--- src/hdl/frle_pkg.sv ---
// frle_pkg: types, constants and helpers for the float run-length encoder.
// Used by all modules of the block; no dependencies.
package frle_pkg;

	localparam int unsigned CNT_W  = 25;
	localparam int unsigned WORD_W = 32;
	localparam int unsigned QDEPTH = 4;
	localparam int unsigned QPTR_W = $clog2(QDEPTH);

	localparam logic [CNT_W-1:0]  MAX_RUN   = 25'd16777216;
	localparam logic [WORD_W-1:0] CAP_RESET = 32'hFFFF_FFFF;
	localparam logic [WORD_W-1:0] PAIR_WORDS = 32'd2;

	localparam logic [1:0] ST_OK        = 2'd0;
	localparam logic [1:0] ST_CAP       = 2'd1;
	localparam logic [1:0] ST_LONG      = 2'd2;
	localparam logic [1:0] ST_NONFINITE = 2'd3;

	localparam logic [31:0] EXP_MASK  = 32'h7F80_0000;
	localparam logic [31:0] MAG_MASK  = 32'h7FFF_FFFF;

	typedef struct packed {
		logic [31:0] sample_bits;
		logic        end_of_vector;
	} sample_t;

	typedef struct packed {
		logic [31:0]      run_value;
		logic [CNT_W-1:0] run_count;
		logic [31:0]      count_float_bits;
		logic [1:0]       status;
		logic [31:0]      encoded_words;
		logic             vector_done;
		logic             last;
	} run_t;

	// up to two result beats produced by one sample
	typedef struct packed {
		logic [1:0] n;
		run_t       r1;
		run_t       r0;
	} run_pair_t;

	function automatic logic [31:0] count_to_float(input logic [CNT_W-1:0] c);
		logic [4:0]  p;
		logic [22:0] mant;
		logic [7:0]  expo;
		p = '0;
		for (int i = 0; i < CNT_W; i++) begin
			if (c[i]) begin
				p = 5'(i);
			end
		end
		if (p <= 5'd23) begin
			mant = 23'(c << (5'd23 - p));
		end else begin
			mant = 23'(c >> (p - 5'd23));
		end
		expo = 8'd127 + {3'd0, p};
		if (c == '0) begin
			count_to_float = '0;
		end else begin
			count_to_float = {1'b0, expo, mant};
		end
	endfunction

	function automatic logic room_for_pair(input logic [31:0] cap, input logic [31:0] ww);
		room_for_pair = (cap >= PAIR_WORDS) && (ww <= cap - PAIR_WORDS);
	endfunction

	function automatic run_t make_run(input logic [31:0] value, input logic [CNT_W-1:0] cnt,
			input logic [1:0] st, input logic [31:0] words, input logic done,
			input logic lst);
		run_t r;
		r.run_value        = value;
		r.run_count        = cnt;
		r.count_float_bits = count_to_float(cnt);
		r.status           = st;
		r.encoded_words    = words;
		r.vector_done      = done;
		r.last             = lst;
		make_run = r;
	endfunction

endpackage

--- src/hdl/frle_core.sv ---
// frle_core: run state and per-sample merge/flush/error logic.
// Depends on frle_pkg.
module frle_core
	import frle_pkg::*;
(
	input  logic      clk,
	input  logic      arst_n,
	input  logic      take,
	input  sample_t   item,
	input  logic [31:0] cap,
	output run_pair_t res
);

	logic             open_q, drop_q;
	logic [31:0]      held_q, ww_q;
	logic [CNT_W-1:0] cnt_q;

	logic             open_d, drop_d;
	logic [31:0]      held_d, ww_d;
	logic [CNT_W-1:0] cnt_d;

	always_comb begin
		logic             failed;
		logic             k;
		logic             eov;
		logic             same;
		logic [31:0]      x;
		logic [31:0]      ww;
		logic [31:0]      hv;
		logic [CNT_W-1:0] hc;
		logic             ro;
		run_t             slot [2];

		x       = item.sample_bits;
		eov     = item.end_of_vector;
		failed  = 1'b0;
		k       = 1'b0;
		ww      = ww_q;
		hv      = held_q;
		hc      = cnt_q;
		ro      = open_q;
		slot[0] = '0;
		slot[1] = '0;
		open_d  = open_q;
		drop_d  = drop_q;
		held_d  = held_q;
		cnt_d   = cnt_q;
		ww_d    = ww_q;
		res.n   = 2'd0;

		same = ro && (x == hv || ((x & MAG_MASK) == '0 && (hv & MAG_MASK) == '0));

		if (drop_q) begin
			if (eov) begin
				drop_d = 1'b0;
				open_d = 1'b0;
				held_d = '0;
				cnt_d  = '0;
				ww_d   = '0;
			end
		end else begin
			if ((x & EXP_MASK) == EXP_MASK) begin
				failed  = 1'b1;
				slot[0] = make_run('0, '0, ST_NONFINITE, ww, eov, 1'b1);
				res.n   = 2'd1;
			end else if (same) begin
				if (hc >= MAX_RUN) begin
					failed  = 1'b1;
					slot[0] = make_run('0, '0, ST_LONG, ww, eov, 1'b1);
					res.n   = 2'd1;
				end else begin
					hc = hc + 1'b1;
				end
			end else begin
				if (ro) begin
					if (!room_for_pair(cap, ww)) begin
						failed  = 1'b1;
						slot[0] = make_run('0, '0, ST_CAP, ww, eov, 1'b1);
						res.n   = 2'd1;
					end else begin
						ww      = ww + PAIR_WORDS;
						slot[0] = make_run(hv, hc, ST_OK, ww, 1'b0, !eov);
						k       = 1'b1;
						res.n   = 2'd1;
					end
				end
				if (!failed) begin
					ro = 1'b1;
					hv = x;
					hc = CNT_W'(1);
				end
			end

			if (!failed && eov) begin
				if (hc > MAX_RUN) begin
					failed  = 1'b1;
					slot[k] = make_run('0, '0, ST_LONG, ww, 1'b1, 1'b1);
				end else if (!room_for_pair(cap, ww)) begin
					failed  = 1'b1;
					slot[k] = make_run('0, '0, ST_CAP, ww, 1'b1, 1'b1);
				end else begin
					slot[k] = make_run(hv, hc, ST_OK, ww + PAIR_WORDS, 1'b1, 1'b1);
				end
				res.n = k ? 2'd2 : 2'd1;
			end

			if (eov) begin
				open_d = 1'b0;
				held_d = '0;
				cnt_d  = '0;
				ww_d   = '0;
			end else if (failed) begin
				drop_d = 1'b1;
			end else begin
				open_d = ro;
				held_d = hv;
				cnt_d  = hc;
				ww_d   = ww;
			end
		end

		res.r0 = slot[0];
		res.r1 = slot[1];
	end

	always_ff @(posedge clk or negedge arst_n) begin
		if (!arst_n) begin
			open_q <= 1'b0;
			drop_q <= 1'b0;
			held_q <= '0;
			cnt_q  <= '0;
			ww_q   <= '0;
		end else if (take) begin
			open_q <= open_d;
			drop_q <= drop_d;
			held_q <= held_d;
			cnt_q  <= cnt_d;
			ww_q   <= ww_d;
		end
	end

endmodule

--- src/hdl/frle_outq.sv ---
// frle_outq: small result queue, up to two beats in, one beat out per cycle while run_ready is high.
// Depends on frle_pkg.
module frle_outq
	import frle_pkg::*;
(
	input  logic      clk,
	input  logic      arst_n,
	input  logic      push,
	input  run_pair_t din,
	output logic      room2,
	output logic      run_valid,
	input  logic      run_ready,
	output run_t      run
);

	run_t              mem_q [QDEPTH];
	logic [QPTR_W-1:0] wr_q, rd_q;
	logic [QPTR_W:0]   cnt_q;
	logic              pop;
	logic [QPTR_W:0]   n_in;
	logic [QPTR_W-1:0] wr_nxt;

	assign run_valid = (cnt_q != '0);
	assign run       = mem_q[rd_q];
	assign pop       = run_valid && run_ready;
	assign room2     = (cnt_q <= (QPTR_W+1)'(QDEPTH - 2));
	assign n_in      = push ? (QPTR_W+1)'(din.n) : '0;
	assign wr_nxt    = wr_q + 1'b1;

	always_ff @(posedge clk) begin
		if (push && din.n != 2'd0) begin
			mem_q[wr_q] <= din.r0;
		end
		if (push && din.n == 2'd2) begin
			mem_q[wr_nxt] <= din.r1;
		end
	end

	always_ff @(posedge clk or negedge arst_n) begin
		if (!arst_n) begin
			wr_q  <= '0;
			rd_q  <= '0;
			cnt_q <= '0;
		end else begin
			wr_q  <= wr_q + QPTR_W'(n_in);
			if (pop) begin
				rd_q <= rd_q + 1'b1;
			end
			cnt_q <= cnt_q + n_in - (QPTR_W+1)'(pop);
		end
	end

endmodule

--- src/hdl/float_run_length_encoder.sv ---
// float_run_length_encoder: top level, input register, run core, result queue.
// Path: a sample beat is held in the input register, the run core writes its result beats
//   into the result queue, and the queue offers them on the run port.
// Throughput: one sample per cycle while the queue has room for two beats; a sample that
//   flushes two runs sends them out one at a time via the single-beat read port of the queue.
// Reset: arst_n clears run state, queue and input register; capacity goes to all ones.
// Depends on frle_pkg, frle_core, frle_outq.
module float_run_length_encoder
	import frle_pkg::*;
(
	input  logic        clk,
	input  logic        arst_n,
	input  logic        cfg_wr_en,
	input  logic [31:0] cfg_wr_data,
	input  logic        sample_valid,
	output logic        sample_ready,
	input  sample_t     sample,
	output logic        run_valid,
	input  logic        run_ready,
	output run_t        run
);

	sample_t     item_s1;
	logic        valid_s1;
	logic [31:0] cap_q;
	logic        room2;
	logic        take;
	run_pair_t   res;

	assign take         = valid_s1 && room2;
	assign sample_ready = !valid_s1 || take;

	always_ff @(posedge clk or negedge arst_n) begin
		if (!arst_n) begin
			cap_q <= CAP_RESET;
		end else if (cfg_wr_en) begin
			cap_q <= cfg_wr_data;
		end
	end

	always_ff @(posedge clk or negedge arst_n) begin
		if (!arst_n) begin
			valid_s1 <= 1'b0;
		end else if (sample_ready) begin
			valid_s1 <= sample_valid;
		end
	end

	always_ff @(posedge clk) begin
		if (sample_ready && sample_valid) begin
			item_s1 <= sample;
		end
	end

	frle_core u_core (
		.clk    (clk),
		.arst_n (arst_n),
		.take   (take),
		.item   (item_s1),
		.cap    (cap_q),
		.res    (res)
	);

	frle_outq u_outq (
		.clk       (clk),
		.arst_n    (arst_n),
		.push      (take),
		.din       (res),
		.room2     (room2),
		.run_valid (run_valid),
		.run_ready (run_ready),
		.run       (run)
	);

endmodule

--- config.mk ---
export PLATFORM = sky130hd
export DESIGN_NAME = float_run_length_encoder
export DESIGN_NICKNAME = d
export VERILOG_FILES = /design/src/hdl/frle_pkg.sv /design/src/hdl/frle_core.sv /design/src/hdl/frle_outq.sv /design/src/hdl/float_run_length_encoder.sv
export SDC_FILE = /design/constraint.sdc
export NUM_CORES = 2
export LEC_CHECK = 0
export BUFFER_PORTS_ARGS = -buffer_cell sky130_fd_sc_hd__buf_4
export CAP_MARGIN = 10
export CORE_MARGIN = 5
export CORE_UTILIZATION = 65
export CTS_CLUSTER_SIZE = 40
export DETAILED_ROUTE_END_ITERATION = 8
export PLACE_DENSITY = 0.88
export SLEW_MARGIN = 10
export SYNTH_ARGS = -nofsm -noshare
export SYNTH_HDL_FRONTEND = slang
export SYNTH_HIERARCHICAL = 1
export SYNTH_SLANG_ARGS = --single-unit
--- constraint.sdc ---
create_clock -name clk -period 24 [get_ports clk]
set_input_delay 3.6 -clock clk [delete_from_list [all_inputs] [get_ports clk]]
set_output_delay 3.6 -clock clk [all_outputs]
set_load 0.1 [all_outputs]
==> metrics.md <==
| Metric | Value |
|---|---|
| Vias in the first global route | `36.6k` |
| DRT Pass-1 Iters | `9` |
| Logic pwr share | `0.466` |
| Critical Path Slowest Stage Cell | `nor2_4` |
| Mapped Avg Cell Area | `about 11 µm²` |
| Post-route setup slack | `approximately 13 ns` |
| CP Capture Type | `register` |
| Initial Util | `0.658` |
| Reg-to-reg setup timing slack | `about 13 ns` |
| Peak VDD IR | `roughly 0.00018 V` |
| Slew Viols, Final | `0` |
| Setup CP Type | `register to register` |
| DR WL/cell | `29.3 µm` |
| Die extent in x | `about 280 µm` |
| Top Ports | `about 200` |
| Die area | `0.0765 mm²` |
| Leak Pwr | `19.2 nW` |
| Die H | `between 200 and 300 µm` |
| Standard-cell row count | `97` |
| Final Net Count | `~4.3k` |
| Filler cells | `roughly 4.7k` |
| Post-Synthesis Cell Area | `0.0462 mm²` |
| Register area share after synthesis | `0.418` |
| Clock Path Buffers | `3` |
| Routed Antenna Nets | `0` |
| RSZ-0062 raised after global routing | `no` |
| Synth warnings | `6` |
| Main synth FF type | `edfxtp_1` |
| Iter 0 DRT Violations | `approximately 6.3k` |
| Crit-path max FO | `38` |
| Setup bufs post-CTS | `0` |
| Port bufs | `196` |
| Vias/cell | `around 7.4` |
| Vias | `between 30k and 40k` |
| First-pass GRT wire length | `229000 µm` |
| CP peak stage delay | `0.82 ns` |
| Worst EP required | `roughly 24 ns` |
| Internal power | `about 2.8 mW` |
| CP Launch Type | `register` |
| Clock transition at path regs | `about 0.06 ns` |
| Hold-fix buffers at CTS | `0` |
| Final setup viols | `0` |
| Setup TNS | `0 ns` |
| WL final | `about 150000 µm` |
| Failing checks | `DRC` |
| Min-Delay Path Class | `register to register` |
| Synth Register Bits | `663` |
| Final Hold Fails | `0` |
| H-tree levels | `3` |
| Initial antenna violation count | `2` |
| Worst EP arrival | `~12 ns` |
| Placer Congestion | `about 1.0` |
| Placeable Area | `0.0703 mm²` |
| GR Util All Layers | `0.380` |
| Net Switching | `~2.4 mW` |
| CTS resizes | `0` |
| Pin count of the biggest net entering global routing | `79` |
| Root buffer cell | `clkbuf_16` |
| HPWL Detailed | `around 98000 µm` |
| Share of layout cells above drive strength 1 | `0.291` |
| Sink Count | `663` |
| Min Tclk post-route | `about 11 ns` |
| Sw frac | `0.462` |
| Worst Clk Skew | `between 0.04 and 0.05 ns` |
| Max Cap Viol | `0` |
| EDFF count, synth | `533` |
| Distinct cells, synth | `roughly 110` |
| Layout area overhead | `9.28%` |
| Cell Pwr Density | `~100 mW/mm²` |
| Max-slew headroom | `0.174` |
| Outcome | `finished, violations left` |
| Cells after Synth | `4138` |
| Fmax | `90.1 MHz` |
| Total gr overflow | `0` |
| Sequential Power Share | `0.310` |
| Cts bufs inserted | `between 70 and 80` |
| Clock group share of total power | `0.224` |
| FFs w/ async S/R, synth | `0.196` |
| Final period utilization | `0.463` |
| Pre-CTS setup slack | `13.40 ns` |
| TritonCTS clock tree | `built` |
| DRC errors left | `9` |
| Least-Margin Pin Slew | `1.21 ns` |
| Clock latency on the worst-skew pair | `roughly 0.66 ns` |
==> logic make-up after synthesis <==
| logic type | count (synthesis) | synth area share |
|---|---|---|
| simple gates | 1116 | 0.117 |
| compound gates | 837 | 0.122 |
| mux | 812 | 0.243 |
| flops | 663 | 0.418 |
| buf+inv | 470 | 0.0475 |
| xor+xnor | 170 | 0.0348 |
| fa+ha+maj | 69 | 0.0188 |
| other cells | 1 | 0.0000811 |
==> stage by stage <==
stage | cells | cell area (µm²) | power (mW) | hold slack, ns | util
6_report | 5160 | 50500 | 5.23 | 0.530 | 0.719
4_1_cts | 5158 | 50500 | 5.20 | 0.523 | 0.719
3_5_place_dp | 5023 | 48000 | 4.02 | 0.512 | 0.683
5_1_grt | 5158 | 50500 | 5.37 | 0.555 | 0.719
3_3_place_gp | 5023 | 48000 | 3.97 | 0.507 | 0.683
2_1_floorplan | 4188 | 46400 | 3.45 | 0.477 | -
==> cell usage in the layout, fill, tap and decap left out, types with 34 or more instances in the layout <==
| cell type | instances |
|---|---|
| ha_1 | 67 |
| xnor2_1 | 95 |
| mux2_4 | 80 |
| nor2_1 | 264 |
| nand3_1 | 94 |
| edfxtp_1 | 533 |
| nor3_1 | 85 |
| nand2_1 | 343 |
| a21oi_1 | 186 |
| a22o_1 | 78 |
| clkbuf_16 | 73 |
| o21ai_0 | 204 |
| buf_4 | 294 |
| o22ai_1 | 34 |
| nor4_1 | 70 |
| mux4_2 | 167 |
| mux2_2 | 475 |
| xor2_1 | 64 |
| mux2i_1 | 89 |
| inv_1 | 69 |
| dfrtp_1 | 95 |
| nand4_1 | 44 |
| conb_1 | 51 |
==> path summary, 6_finish.rpt <==
path	depth (start not counted)	from	endpoint
min	1	u_outq/cnt_q[2]$_DFF_PN0_	u_outq/cnt_q[2]$_DFF_PN0_
min in group asynchronous	1	arst_n	u_core/held_q[17]$_DFFE_PN0P_
min reg2reg	1	u_outq/cnt_q[2]$_DFF_PN0_	u_outq/cnt_q[2]$_DFF_PN0_
max reg2reg	33	cap_q[2]$_DFFE_PN1P_	u_outq/mem_q[1][93]$_DFFE_PP_
max in group asynchronous	2	arst_n	u_outq/rd_q[0]$_DFFE_PN0P_
max	33	cap_q[2]$_DFFE_PN1P_	u_outq/mem_q[1][93]$_DFFE_PP_
==> worst max-delay path, delay by kind of cell, from the launching register on <==
kind / cells / cell delay [ns]
DFF: 1 / 0.39
and+or+nand+nor: 19 / 7.10
adders and majority gates: 2 / 0.58
muxes: 1 / 0.20
xor gates and xnor gates: 2 / 0.46
AOI/OAI and AO/OA: 6 / 1.52
buffers and inverters: 3 / 0.67
==> layout make-up <==
class / instances / area (µm²) / area share
Tap cell: 940 / 1180 / 0.0233
Antenna cell: 2 / 5.00 / 0.0000991
Sequential cell: 663 / 19300 / 0.382
Multi-Input combinational cell: 3055 / 25000 / 0.496
Timing Repair Buffer: 295 / 2220 / 0.0439
Clock inverter: 35 / 489 / 0.00969
Clock buffer: 100 / 2000 / 0.0396
Inverter: 70 / 263 / 0.00520
==> routing by layer <==
layer,track usage,part of all wire
met5,0,0.00019
met4,0.160,0.056
met3,0.0937,0.13
met2,0.590,0.45
met1,0.519,0.36
==> cells in the mapped netlist, types with 10 or more instances <==
| cell type | n | area, µm² |
|---|---|---|
| nor2b_1 | 14 | 87.6 |
| and4_1 | 10 | 87.6 |
| a211oi_1 | 30 | 225 |
| mux2_2 | 475 | 5350 |
| or3_1 | 26 | 163 |
| a21o_1 | 15 | 113 |
| inv_1 | 69 | 259 |
| nor3_1 | 87 | 435 |
| buf_1 | 19 | 71.3 |
| a22oi_1 | 23 | 173 |
| a22o_1 | 78 | 683 |
| a221oi_1 | 19 | 166 |
| o22ai_1 | 34 | 213 |
| a21oi_1 | 186 | 931 |
| nand4_1 | 44 | 275 |
| o311ai_0 | 11 | 96.3 |
| nand2b_1 | 25 | 156 |
| o31ai_1 | 16 | 120 |
| mux4_2 | 167 | 3760 |
| nor3b_1 | 14 | 105 |
| o21ai_0 | 205 | 1030 |
| and2_1 | 25 | 156 |
| clkbuf_1 | 240 | 901 |
| mux2i_1 | 89 | 891 |
| buf_2 | 67 | 335 |
| and3_1 | 34 | 213 |
| dfrtp_1 | 98 | 2450 |
| nor4_1 | 70 | 438 |
| a31oi_1 | 32 | 200 |
| o211ai_1 | 26 | 195 |
| xnor2_1 | 97 | 850 |
| nand3_1 | 94 | 470 |
| ha_1 | 67 | 838 |
| nor2_1 | 272 | 1020 |
| xor2_1 | 64 | 561 |
| mux2_4 | 80 | 1200 |
| dfstp_2 | 32 | 841 |
| o221ai_1 | 10 | 87.6 |
| or2_2 | 12 | 75.1 |
| o21a_1 | 16 | 120 |
| edfxtp_1 | 533 | 16000 |
| buf_4 | 63 | 473 |
| or4_1 | 14 | 105 |
| nand2_1 | 343 | 1290 |
==> registers in the layout (all words and copies together) (netlist names) <==
name           count
item_s1           33
valid_s1           1
u_outq/rd_q        2
u_core/open_q      1
u_outq/cnt_q       3
u_core/cnt_q      25
u_core/held_q     32
u_core/ww_q       31
cap_q             32
u_outq/wr_q        2
u_core/drop_q      1
u_outq/mem_q     500
==> power groups by stage <==
stage,registers [mW],logic (mW),clock network (mW)
after floorplan,1.56,1.89,0
after global placement,1.62,2.35,0
after detailed placement,1.63,2.39,0
after CTS,1.61,2.41,1.18
after global routing,1.63,2.51,1.23
final,1.62,2.44,1.17
Note: power is estimated with default switching activity, not from simulation.
